### config.mk
export PLATFORM = sky130hd
export DESIGN_NAME = modbus_rtu_sensor_reply_parser_flat
export DESIGN_NICKNAME = d
export VERILOG_FILES = /design/src/hdl/mrsp_pkg.sv /design/src/hdl/mrsp_if.sv /design/src/hdl/modbus_rtu_sensor_reply_parser.sv /design/src/hdl/mrsp_front.sv /design/src/hdl/mrsp_queue.sv /design/src/hdl/mrsp_back.sv /design/src/flat_wrapper.sv
export SDC_FILE = /design/constraint.sdc
export NUM_CORES = 1
export LEC_CHECK = 0
export BUFFER_PORTS_ARGS = -buffer_cell sky130_fd_sc_hd__buf_2
export CORE_MARGIN = 2
export CORE_UTILIZATION = 31
export CTS_BUF_LIST = sky130_fd_sc_hd__clkbuf_16
export DETAILED_ROUTE_END_ITERATION = 12
export HOLD_SLACK_MARGIN = 0.02
export PLACE_DENSITY = 0.54
export SLEW_MARGIN = 25
export SYNTH_ARGS = -nofsm -noshare
export SYNTH_HDL_FRONTEND = slang
export SYNTH_SLANG_ARGS = --single-unit
### constraint.sdc
create_clock -name clk -period 6.8 [get_ports clk]
set_clock_uncertainty 0.2 [all_clocks]
set_input_delay 0.34 -clock clk [delete_from_list [all_inputs] [get_ports clk]]
set_output_delay 0.34 -clock clk [all_outputs]
set_load 0.05 [all_outputs]
### src/hdl/mrsp_pkg.sv
// ----------------------------------------------------------------------------
// mrsp_pkg
// shared constants, types and the crc step for the modbus rtu reply parser
// ----------------------------------------------------------------------------
`default_nettype none

package mrsp_pkg;

  // number of holding registers the reply is expected to carry
  localparam int unsigned REGISTERS_READ = 8;

  localparam logic [7:0] BYTE_COUNT        = 8'(2 * REGISTERS_READ);
  localparam logic [7:0] FIRST_CAPTURE_POS = 8'd7;
  localparam logic [7:0] LAST_CAPTURE_POS  = 8'd18;
  localparam logic [7:0] FIRST_SLOT_POS    = 8'd8;
  // address, function, byte count, registers 0..7, two crc bytes
  localparam int unsigned MIN_FRAME_BYTES  = 21;
  localparam logic [7:0] SHORT_POS_LIMIT   = 8'(MIN_FRAME_BYTES - 1);
  localparam logic [7:0] POS_MAX           = 8'hFF;

  localparam int unsigned NUM_CAPTURED = 6;
  localparam int unsigned SLOT_W       = $clog2(NUM_CAPTURED);

  localparam logic [15:0] CRC_PRESET = 16'hFFFF;
  localparam logic [15:0] CRC_POLY   = 16'hA001;

  localparam logic [7:0] RESET_SLAVE_ADDRESS = 8'd1;
  localparam logic [7:0] RESET_FUNCTION_CODE = 8'd3;

  typedef enum logic [0:0] {
    REG_SLAVE_ADDRESS = 1'b0,
    REG_FUNCTION_CODE = 1'b1
  } reg_index_t;

  typedef enum logic [1:0] {
    ST_OK        = 2'd0,
    ST_TOO_SHORT = 2'd1,
    ST_CRC_BAD   = 2'd2,
    ST_HDR_BAD   = 2'd3
  } status_t;

  // one classified byte handed from the front to the back
  typedef struct packed {
    logic [7:0]        data;
    logic              last;
    logic              hdr_bad;
    logic              too_short;
    logic              cap_hi;
    logic              cap_lo;
    logic [SLOT_W-1:0] slot;
  } token_t;

  // reflected modbus crc-16, one byte
  function automatic logic [15:0] crc_feed(input logic [15:0] crc, input logic [7:0] b);
    logic [15:0] c;
    c = crc ^ {8'h00, b};
    for (int k = 0; k < 8; k++) begin
      if (c[0]) begin
        c = (c >> 1) ^ CRC_POLY;
      end else begin
        c = c >> 1;
      end
    end
    return c;
  endfunction

endpackage

`default_nettype wire

### src/hdl/mrsp_if.sv
// ----------------------------------------------------------------------------
// mrsp channel interfaces
// byte input channel and result output channel, valid/ready handshake
// ----------------------------------------------------------------------------
`default_nettype none

interface mrsp_rx_if;
  logic       valid;
  logic       ready;
  logic [7:0] data_byte;
  logic       last_byte;

  modport source (output valid, output data_byte, output last_byte, input ready);
  modport sink   (input valid, input data_byte, input last_byte, output ready);
endinterface

interface mrsp_result_if;
  logic               valid;
  logic               ready;
  logic [1:0]         status;
  logic signed [15:0] temperature_value;
  logic [15:0]        temperature_unit;
  logic [7:0]         temperature_scale;
  logic signed [15:0] humidity_value;
  logic [15:0]        humidity_unit;
  logic [7:0]         humidity_scale;

  modport source (
    output valid, output status,
    output temperature_value, output temperature_unit, output temperature_scale,
    output humidity_value, output humidity_unit, output humidity_scale,
    input  ready
  );
  modport sink (
    input  valid, input status,
    input  temperature_value, input temperature_unit, input temperature_scale,
    input  humidity_value, input humidity_unit, input humidity_scale,
    output ready
  );
endinterface

`default_nettype wire

### src/hdl/modbus_rtu_sensor_reply_parser.sv
// ----------------------------------------------------------------------------
// modbus_rtu_sensor_reply_parser
// parses a modbus rtu read-holding-registers reply from a sensor, one byte
// per transaction, and reports temperature and humidity fields with a status
// ----------------------------------------------------------------------------
// result path: queue register, then result register
// throughput: one byte per cycle unless a final byte waits on an unread
//   result, set by the byte-wide combinational crc step in the back end;
//   the front stalls only while the two-entry queue is full
// reset: expected address 1, expected function 3, frame state cleared,
//   queue and result register empty; no clearing pass, ready right away
// ----------------------------------------------------------------------------
`default_nettype none

module modbus_rtu_sensor_reply_parser
  import mrsp_pkg::*;
(
  input  wire logic        clk,
  input  wire logic        rst,
  // byte input channel
  mrsp_rx_if.sink          rx,
  // result output channel
  mrsp_result_if.source    result,
  // apb-style configuration port
  input  wire logic        psel,
  input  wire logic        penable,
  input  wire logic        pwrite,
  input  wire logic [2:0]  paddr,
  input  wire logic [31:0] pwdata,
  output logic [31:0]      prdata,
  output logic             pready
);

  logic [7:0] expected_slave_address;
  logic [7:0] expected_function_code;
  logic       cfg_write;
  reg_index_t cfg_index;

  // front to queue
  logic   front_valid;
  token_t front_tok;
  logic   front_ready;

  // queue to back
  logic   back_valid;
  token_t back_tok;
  logic   back_ready;

  // ---------------------------------------------------------------------------
  // configuration registers, written in the access phase, word addressed
  // ---------------------------------------------------------------------------
  assign pready    = 1'b1;
  assign cfg_write = psel && penable && pwrite && pready;
  assign cfg_index = reg_index_t'(paddr[2]);

  always_ff @(posedge clk) begin
    if (rst) begin
      expected_slave_address <= RESET_SLAVE_ADDRESS;
      expected_function_code <= RESET_FUNCTION_CODE;
    end else if (cfg_write) begin
      case (cfg_index)
        REG_SLAVE_ADDRESS: expected_slave_address <= pwdata[7:0];
        REG_FUNCTION_CODE: expected_function_code <= pwdata[7:0];
        default:           expected_slave_address <= expected_slave_address;
      endcase
    end
  end

  // readback of the selected register
  always_comb begin
    case (cfg_index)
      REG_SLAVE_ADDRESS: prdata = {24'd0, expected_slave_address};
      REG_FUNCTION_CODE: prdata = {24'd0, expected_function_code};
      default:           prdata = 32'd0;
    endcase
  end

  // ---------------------------------------------------------------------------
  // front: position tracking and header / capture classification
  // ---------------------------------------------------------------------------
  mrsp_front u_front (
    .clk                    (clk),
    .rst                    (rst),
    .rx                     (rx),
    .expected_slave_address (expected_slave_address),
    .expected_function_code (expected_function_code),
    .tok_valid              (front_valid),
    .tok                    (front_tok),
    .tok_ready              (front_ready)
  );

  // ---------------------------------------------------------------------------
  // short queue so front and back stall independently
  // ---------------------------------------------------------------------------
  mrsp_queue u_queue (
    .clk        (clk),
    .rst        (rst),
    .push_valid (front_valid),
    .push_tok   (front_tok),
    .push_ready (front_ready),
    .pop_valid  (back_valid),
    .pop_tok    (back_tok),
    .pop_ready  (back_ready)
  );

  // ---------------------------------------------------------------------------
  // back: crc, register capture, status and result register
  // ---------------------------------------------------------------------------
  mrsp_back u_back (
    .clk       (clk),
    .rst       (rst),
    .tok_valid (back_valid),
    .tok       (back_tok),
    .tok_ready (back_ready),
    .result    (result)
  );

endmodule

`default_nettype wire

### src/hdl/mrsp_front.sv
// ----------------------------------------------------------------------------
// mrsp_front
// accepts reply bytes, tracks frame position and classifies each byte
// ----------------------------------------------------------------------------
`default_nettype none

module mrsp_front
  import mrsp_pkg::*;
(
  input  wire logic       clk,
  input  wire logic       rst,
  mrsp_rx_if.sink         rx,
  input  wire logic [7:0] expected_slave_address,
  input  wire logic [7:0] expected_function_code,
  output logic            tok_valid,
  output token_t          tok,
  input  wire logic       tok_ready
);

  logic [7:0] byte_position;
  logic [7:0] byte_position_next;
  logic [7:0] slot_offset;
  logic       in_capture;
  logic       accept;

  assign rx.ready  = tok_ready;
  assign tok_valid = rx.valid;
  assign accept    = rx.valid && tok_ready;

  assign in_capture  = (byte_position >= FIRST_CAPTURE_POS) &&
                       (byte_position <= LAST_CAPTURE_POS);
  assign slot_offset = byte_position - FIRST_SLOT_POS;

  always_comb begin
    tok.data      = rx.data_byte;
    tok.last      = rx.last_byte;
    tok.hdr_bad   = ((byte_position == 8'd0) && (rx.data_byte != expected_slave_address)) ||
                    ((byte_position == 8'd1) && (rx.data_byte != expected_function_code)) ||
                    ((byte_position == 8'd2) && (rx.data_byte != BYTE_COUNT));
    tok.too_short = byte_position < SHORT_POS_LIMIT;
    tok.cap_hi    = in_capture && byte_position[0];
    tok.cap_lo    = in_capture && !byte_position[0];
    tok.slot      = slot_offset[SLOT_W:1];
  end

  always_comb begin
    byte_position_next = byte_position;
    if (accept) begin
      if (rx.last_byte) begin
        byte_position_next = 8'd0;
      end else if (byte_position != POS_MAX) begin
        byte_position_next = byte_position + 8'd1;
      end
    end
  end

  always_ff @(posedge clk) begin
    if (rst) begin
      byte_position <= 8'd0;
    end else begin
      byte_position <= byte_position_next;
    end
  end

endmodule

`default_nettype wire

### src/hdl/mrsp_queue.sv
// ----------------------------------------------------------------------------
// mrsp_queue
// two-entry token queue between the front and the back
// ----------------------------------------------------------------------------
`default_nettype none

module mrsp_queue
  import mrsp_pkg::*;
(
  input  wire logic   clk,
  input  wire logic   rst,
  input  wire logic   push_valid,
  input  wire token_t push_tok,
  output logic        push_ready,
  output logic        pop_valid,
  output token_t      pop_tok,
  input  wire logic   pop_ready
);

  token_t     entries [2];
  logic       wr_ptr;
  logic       rd_ptr;
  logic [1:0] count;
  logic       push;
  logic       pop;

  assign push_ready = (count != 2'd2);
  assign pop_valid  = (count != 2'd0);
  assign pop_tok    = entries[rd_ptr];
  assign push       = push_valid && push_ready;
  assign pop        = pop_valid && pop_ready;

  always_ff @(posedge clk) begin
    if (push) begin
      entries[wr_ptr] <= push_tok;
    end
  end

  always_ff @(posedge clk) begin
    if (rst) begin
      wr_ptr <= 1'b0;
      rd_ptr <= 1'b0;
      count  <= 2'd0;
    end else begin
      if (push) begin
        wr_ptr <= ~wr_ptr;
      end
      if (pop) begin
        rd_ptr <= ~rd_ptr;
      end
      case ({push, pop})
        2'b10:   count <= count + 2'd1;
        2'b01:   count <= count - 2'd1;
        default: count <= count;
      endcase
    end
  end

endmodule

`default_nettype wire

### src/hdl/mrsp_back.sv
// ----------------------------------------------------------------------------
// mrsp_back
// runs the crc, captures registers and builds the result at the final byte
// ----------------------------------------------------------------------------
`default_nettype none

module mrsp_back
  import mrsp_pkg::*;
(
  input  wire logic        clk,
  input  wire logic        rst,
  input  wire logic        tok_valid,
  input  wire token_t      tok,
  output logic             tok_ready,
  mrsp_result_if.source    result
);

  logic [15:0] crc;
  logic [15:0] crc_next;
  logic        hdr_flag;
  logic [7:0]  high_byte_hold;
  logic [15:0] captured [NUM_CAPTURED];
  logic [15:0] captured_now [NUM_CAPTURED];
  logic        pop;
  logic        finish;
  status_t     status_next;

  assign tok_ready = !tok.last || !result.valid || result.ready;
  assign pop       = tok_valid && tok_ready;
  assign finish    = pop && tok.last;
  assign crc_next  = crc_feed(crc, tok.data);

  // register view including the byte being taken now
  always_comb begin
    for (int i = 0; i < NUM_CAPTURED; i++) begin
      captured_now[i] = captured[i];
      if (tok.cap_lo && (tok.slot == SLOT_W'(i))) begin
        captured_now[i] = {high_byte_hold, tok.data};
      end
    end
  end

  always_comb begin
    if (tok.too_short) begin
      status_next = ST_TOO_SHORT;
    end else if (crc_next != 16'd0) begin
      status_next = ST_CRC_BAD;
    end else if (hdr_flag || tok.hdr_bad) begin
      status_next = ST_HDR_BAD;
    end else begin
      status_next = ST_OK;
    end
  end

  always_ff @(posedge clk) begin
    if (rst) begin
      crc      <= CRC_PRESET;
      hdr_flag <= 1'b0;
    end else if (pop) begin
      if (tok.last) begin
        crc      <= CRC_PRESET;
        hdr_flag <= 1'b0;
      end else begin
        crc      <= crc_next;
        hdr_flag <= hdr_flag || tok.hdr_bad;
      end
    end
  end

  always_ff @(posedge clk) begin
    if (pop) begin
      if (tok.cap_hi) begin
        high_byte_hold <= tok.data;
      end
      for (int i = 0; i < NUM_CAPTURED; i++) begin
        captured[i] <= captured_now[i];
      end
    end
  end

  always_ff @(posedge clk) begin
    if (rst) begin
      result.valid <= 1'b0;
    end else if (finish) begin
      result.valid <= 1'b1;
    end else if (result.ready) begin
      result.valid <= 1'b0;
    end
  end

  always_ff @(posedge clk) begin
    if (finish) begin
      result.status <= status_next;
      if (status_next == ST_OK) begin
        result.temperature_value <= captured_now[0];
        result.temperature_unit  <= captured_now[1];
        result.temperature_scale <= 8'd0 - captured_now[2][7:0];
        result.humidity_value    <= captured_now[3];
        result.humidity_unit     <= captured_now[4];
        result.humidity_scale    <= 8'd0 - captured_now[5][7:0];
      end else begin
        result.temperature_value <= 16'sd0;
        result.temperature_unit  <= 16'd0;
        result.temperature_scale <= 8'd0;
        result.humidity_value    <= 16'sd0;
        result.humidity_unit     <= 16'd0;
        result.humidity_scale    <= 8'd0;
      end
    end
  end

endmodule

`default_nettype wire
### src/flat_wrapper.sv
// flat-port wrapper written by rule: the top's interface ports become plain ports
module modbus_rtu_sensor_reply_parser_flat import mrsp_pkg::*;
  (clk, rst, psel, penable, pwrite, paddr, pwdata, prdata, pready, rx_valid, rx_data_byte, rx_last_byte, rx_ready, result_valid, result_status, result_temperature_value, result_temperature_unit, result_temperature_scale, result_humidity_value, result_humidity_unit, result_humidity_scale, result_ready);
  mrsp_rx_if rx_i ();
  mrsp_result_if result_i ();
  input  wire logic clk;
  input  wire logic rst;
  input  wire logic psel;
  input  wire logic penable;
  input  wire logic pwrite;
  input  wire logic [2:0] paddr;
  input  wire logic [31:0] pwdata;
  output logic [31:0] prdata;
  output logic pready;
  input wire logic [$bits(rx_i.valid)-1:0] rx_valid;
  input wire logic [$bits(rx_i.data_byte)-1:0] rx_data_byte;
  input wire logic [$bits(rx_i.last_byte)-1:0] rx_last_byte;
  output wire logic [$bits(rx_i.ready)-1:0] rx_ready;
  output wire logic [$bits(result_i.valid)-1:0] result_valid;
  output wire logic [$bits(result_i.status)-1:0] result_status;
  output wire logic [$bits(result_i.temperature_value)-1:0] result_temperature_value;
  output wire logic [$bits(result_i.temperature_unit)-1:0] result_temperature_unit;
  output wire logic [$bits(result_i.temperature_scale)-1:0] result_temperature_scale;
  output wire logic [$bits(result_i.humidity_value)-1:0] result_humidity_value;
  output wire logic [$bits(result_i.humidity_unit)-1:0] result_humidity_unit;
  output wire logic [$bits(result_i.humidity_scale)-1:0] result_humidity_scale;
  input wire logic [$bits(result_i.ready)-1:0] result_ready;
  assign rx_i.valid = rx_valid;
  assign rx_i.data_byte = rx_data_byte;
  assign rx_i.last_byte = rx_last_byte;
  assign rx_ready = rx_i.ready;
  assign result_valid = result_i.valid;
  assign result_status = result_i.status;
  assign result_temperature_value = result_i.temperature_value;
  assign result_temperature_unit = result_i.temperature_unit;
  assign result_temperature_scale = result_i.temperature_scale;
  assign result_humidity_value = result_i.humidity_value;
  assign result_humidity_unit = result_i.humidity_unit;
  assign result_humidity_scale = result_i.humidity_scale;
  assign result_i.ready = result_ready;
  modbus_rtu_sensor_reply_parser u_core (.clk(clk), .rst(rst), .rx(rx_i), .result(result_i), .psel(psel), .penable(penable), .pwrite(pwrite), .paddr(paddr), .pwdata(pwdata), .prdata(prdata), .pready(pready));
endmodule
== Word level (Yosys, flattened, before mapping) ==
Memory sizes are Yosys's and may differ from the RTL's. A register that Yosys moved wholly into a read port is not among the register bits.
Index checks and enable logic that the tools add are counted.
Storage, ports and cells
  register bits: 136
  bits in writable memories: 128
  input port bits: 51
  output and inout port bits: 117
  logic and storage cells: 122
  memories: 2
Memory list
  u_core.u_back.captured: depth 6, width 16, rd ports 6, clocked after Yosys merged registers in 0, wr ports 6, RTL line mrsp_back.sv:22  | logic [15:0] captured [NUM_CAPTURED];
  u_core.u_queue.entries: depth 2, width 16, rd ports 1, clocked after Yosys merged registers in 1, wr ports 1, RTL line mrsp_queue.sv:20  | token_t entries [2];
Cells by class
  $add $sub $neg: 6
  $lt $le $gt $ge: 3
  equal/unequal tests: 14
  multiplexer cells: 31
  bitwise gates (word level): 12
  reductions and logical operators: 37
Operator list (count)
  2-to-1 mux 16 bit: 15
  case mux 32 bit (2 select lines): 1
  inverter 2 -> 3 bit: 8
  logical AND 1 bit: 17
  2-to-1 mux 8 bit: 2
  inequality test 8 bit: 2
  nonzero test 16 bit: 1
  subtractor 1 x 8 -> 8 bit (first input constant): 2
  bitwise XOR 16 x 8 -> 16 bit: 1
  2-to-1 mux 1 bit: 9
  adder 8 x 1 -> 8 bit (second input constant): 1
  equality test 8 x 1 -> 1 bit (second input constant): 1
  equality test 8 x 2 -> 1 bit (second input constant): 1
  >= comparator 8 x 3 -> 1 bit (second input constant): 1
  <= comparator 8 x 5 -> 1 bit (second input constant): 1
  logical NOT 8 bit: 1
  less-than comparator 8 x 5 -> 1 bit (second input constant): 1
  inequality test 8 x 5 -> 1 bit (second input constant): 1
  inequality test 8 bit (second input constant): 1
  AND reduction 2 bit: 4
  nonzero test 2 bit: 4
  equality test 3 x 2 -> 1 bit (second input constant): 2
  equality test 3 bit (second input constant): 2
  2-to-1 mux 2 bit: 3
  13 further kinds: 21

== Logic depth before layout (Yosys ltp) ==
  depth in word-level cells: 21
  gate-level depth with buffers: 14

== Cells and area by module ==
From an unflattened synthesis, not the netlist that was laid out.
Second synthesis, totals
  cells, all modules: 800
  area, all modules: 11154.4 µm²
By module, submodules not included
  mrsp_back: instances 1, cells an instance 515, area an instance 7897.6 µm², sequential area each 5465.2 µm²
  mrsp_queue: instances 1, cells an instance 74, area an instance 1373.8 µm², sequential area each 1061.0 µm²
  modbus_rtu_sensor_reply_parser: instances 1, cells an instance 100, area an instance 999.7 µm², sequential area each 320.3 µm²
  mrsp_front: instances 1, cells an instance 111, area an instance 883.3 µm², sequential area each 160.2 µm²

== Least setup slack after synthesis ==
No wires, ideal clock.
  path kind: register to register
  start point: reg (tool-made name)
  end point: reg u_core.u_back.crc[10]
  setup time: 0.079 ns
  data arrival time: 5.844 ns
  required time: 6.521 ns
  slack: 0.677 ns
  cell stages (with the launch flop): 9
  period minus slack after synthesis: 6.123 ns
  cell sequence: dfxtp_1 > buf_6 > clkbuf_1 > mux2i_1 > o22ai_1 > nor2_1 > nor2_1 > clkbuf_1 > o211ai_1
RTL lines
  end signal, assigned: RTL line mrsp_back.sv:64  | crc <= crc_next;
  end, declared: RTL line mrsp_back.sv:18  | logic [15:0] crc;

==> metrics.md <==
| Metric | Value |
|---|---|
| Hold_sp | `rst` |
| Total global routing overflow | `0` |
| Final Cell Area | `13760 um^2` |
| Largest family of logic cells by synthesized area | `simple AND/OR/NAND/NOR gates` |
| ANT nets after route | `0` |
| Post-CTS Repair Setup Buffers | `0` |
| Layout cells sized above 1 | `0.2992` |
| Die width | `197.3 um` |
| Worst path required time | `6920 ps` |
| Worst EP arrival | `5160 ps` |
| Mux contribution to synthesized area | `0.05723` |
| Top cells by count, synth | `edfxtp_1 (202), nand2_1 (103), nor4b_2 (54), dfxtp_1 (47), nor2_1 (44)` |
| Placed inst area | `12650 um^2` |
| Ys async rst share | `0` |
| Max-cap violations | `0` |
| Highest clock rate | `198.4 MHz` |
| Routed vias/inst | `4.720` |
| Die Height | `197.3 um` |
| I/O Buffers | `116` |
| Rel. slew slack | `0.3236` |
| Setup_tns | `0 ps` |
| Sequential fraction of the synthesis area | `0.6047` |
| Worst Path Max Fanout | `17` |
| Reg2reg setup slack | `1760 ps` |
| Vias | `7051` |
| Synthesized instance count | `873` |
| Bufs and invs on worst path | `2` |
| Simple-gate share of the synthesized area | `0.1807` |
| CP Class | `register to register` |
| Post-synth EDFFs | `202` |
| Mapped Avg Cell Area | `13.27 um^2` |
| Post-DP HPWL | `16330 um` |
| Synth Flop Type | `edfxtp_1` |
| DR DRC count | `0` |
| Compound-Gate Fraction of Synth Area | `0.05345` |
| Clk buf depth | `3` |
| XOR/XNOR Fraction of Synth Area | `0.04837` |
| RSZ-0062 raised after global routing | `no` |
| Mapped Area | `11590 um^2` |
| Slowest stage cell, crit path | `dfxtp_1` |
| CP peak stage delay | `920 ps` |
| Minimum clock period | `5040 ps` |
| Inst Count DP | `1424` |
| Hold path endpoint | `u_core.u_queue.count[0]$_SDFFE_PP0P_` |
| CTS buffer count | `28` |
| Ports | `168` |
| Worst R2R End | `u_core.u_back.result.humidity_value[0]$_SDFFCE_PP0P_` |
| Largest net degree at the start of global routing | `85` |
| Period utilization | `0.7412` |
| Final setup fails | `0` |
| Worst-Skew Late Latency | `550 ps` |
| Cell taking the most area after synthesis | `edfxtp_1` |
| Crit path max-delay family | `XOR/XNOR gates` |
| CTS Sinks | `249` |
| Netlist cell types | `60` |
| Hold Path Depth | `2` |
| Wire length per cell | `17.22 um` |
| Die area | `38940 um^2` |
| Critical Path Most Common Cell | `xnor2_1` |
| Adder-Cell Fraction of Synth Area | `0.008638` |
| Clock-pin transition on the worst setup and hold timing paths | `60 ps` |
| First DRT Iteration DRCs | `390` |
| Synth top area share | `0.5235` |
| Slew Limit Fails | `0` |
| Routed WL | `25720 um` |
| Yosys reg bits | `249` |
| NumNets Final | `1064` |
| GRT Util Overall | `0.1301` |
| Area growth syn-to-layout | `18.72%` |
| Rows | `70` |
| Synth warnings | `0` |
| Worst Reg-to-Reg Cells | `12` |
| Number of hold violations in the final report | `0` |
| Critical path endpoint category | `register` |
| CTS tree | `yes` |
| Ant diodes | `0` |
| Synth area leaders | `edfxtp_1 (52%), dfxtp_1 (8.1%), nor4b_2 (7.0%)` |
| Measured slew at the worst slew-check pin | `1012 ps` |
| Gpl congestion | `0.7649` |
| Non-Filler Instances | `1494` |
| Most common cell in the netlist | `edfxtp_1` |
| Status | `complete, no violations` |
| H-tree depth | `1` |
| Hold Crit Class | `input port to register` |
| Clk root buf | `clkbuf_16` |
| Initial antenna violation count | `0` |
| CP Cell Sequence | `mux2i_4 -> buf_4 -> xnor2_1 -> xnor2_2 -> xnor3_1 -> xnor2_1 -> ha_1 -> xnor2_1 -> and4b_1 -> o2111ai_4 -> buf_16 -> nor4b_1` |
| Vias in the first global route | `6835` |
| First-pass GRT wire length | `39680 um` |
| Starting Density | `0.3158` |
| Final Core Density | `0.3749` |
| Worst setup SP type | `register` |
| Drt pass-1 iters | `4` |
| Core box area | `36700 um^2` |
## state kept, by name, indices dropped and copies added (netlist names), 2 cells and up, named ones only
register / cells
u_core.u_back.result.temperature_unit: 16
u_core.u_back.result.status: 2
u_core.u_back.result.temperature_value: 16
u_core.u_back.result.humidity_scale: 8
u_core.u_back.crc: 16
u_core.u_back.high_byte_hold: 8
u_core.u_queue.count: 2
u_core.u_front.byte_position: 8
u_core.u_back.captured: 80
u_core.u_back.result.humidity_value: 16
u_core.u_back.result.temperature_scale: 8
u_core.u_queue.entries: 32
u_core.expected_slave_address: 8
u_core.expected_function_code: 8
u_core.u_back.result.humidity_unit: 16
## through the flow
stage,setup slack [ps],hold WS (ps)
finish,1760,57.05
global route,1509,70.10
CTS,1688,39.82
detailed placement,1686,276.6
global placement,1379,264.2
floorplan,676.6,238.9
## cells by family (layout without fill, tap and decap cells)
logic type | count (synthesis) | after routing
adders and majority gates | 8 | 8
and+or+nand+nor | 297 | 297
buffers and inverters | 98 | 228
DFF | 249 | 249
xor gates and xnor gates | 59 | 59
AOI/OAI and AO/OA | 105 | 105
muxes | 55 | 55
other | 2 | 25
## layer usage
| metal | track usage | routed length [um] |
|---|---|---|
| met3 | 0.02390 | 1172 |
| met1 | 0.1888 | 12760 |
| met4 | 0.02952 | 457 |
| met2 | 0.2016 | 11330 |
| met5 | 0 | 0 |
## area by class of cell
| cell class | instances | area (um^2) |
|---|---|---|
| flip-flops and latches | 249 | 7007 |
| repair buffers | 154 | 963.4 |
| clock buffers | 31 | 775.7 |
| clock inverters | 20 | 142.6 |
| inverters | 23 | 87.58 |
| well taps | 468 | 585.6 |
| multi-input cells | 549 | 4195 |
| fillers | 3500 | 22940 |
## how the worst max path moves through the flow
| stage | endpoint | slack, ps | cells after the start |
|---|---|---|---|
| floorplan | u_core.u_back.crc[10]$_SDFFE_PP1P_ | 680 | 8 |
| global placement | u_core.u_back.result.status[1]$_DFFE_PP_ | 1380 | 12 |
| detailed placement | u_core.u_back.result.status[0]$_DFFE_PP_ | 1690 | 12 |
| CTS | u_core.u_back.result.status[0]$_DFFE_PP_ | 1690 | 12 |
| global route | u_core.u_back.result.status[0]$_DFFE_PP_ | 1510 | 12 |
| finish | u_core.u_back.result.humidity_value[0]$_SDFFCE_PP0P_ | 1760 | 12 |
## layout by cell type (no fill, tap or decap), types with 5 or more instances in the layout
cell type and n:
ha_1 8, o21ai_0 37, buf_4 15, mux2_2 41, dlygate4sd3_1 18, nand2_1 103, conb_1 25, clkinv_1 9
buf_2 116, nand3b_1 6, nor4b_2 54, clkbuf_16 31, xor2_1 27, xnor2_1 26, nor4_2 15, a21oi_1 37
nand3_1 10, nand2b_1 5, nor4_1 9, nor2_1 42, o211ai_1 9, nor3_1 7, edfxtp_1 202, nor3b_1 6
inv_1 26, dfxtp_1 47, nor4b_1 13, and3_1 6, mux2i_1 7
## repair_timing
action,in CTS,in global routing
gates resized for setup,0,0
hold endpoints to repair,37,0
hold buffers,18,0
Power is not shown: default switching activity piles up to over one toggle a cycle in this logic, so the estimate is an artifact.
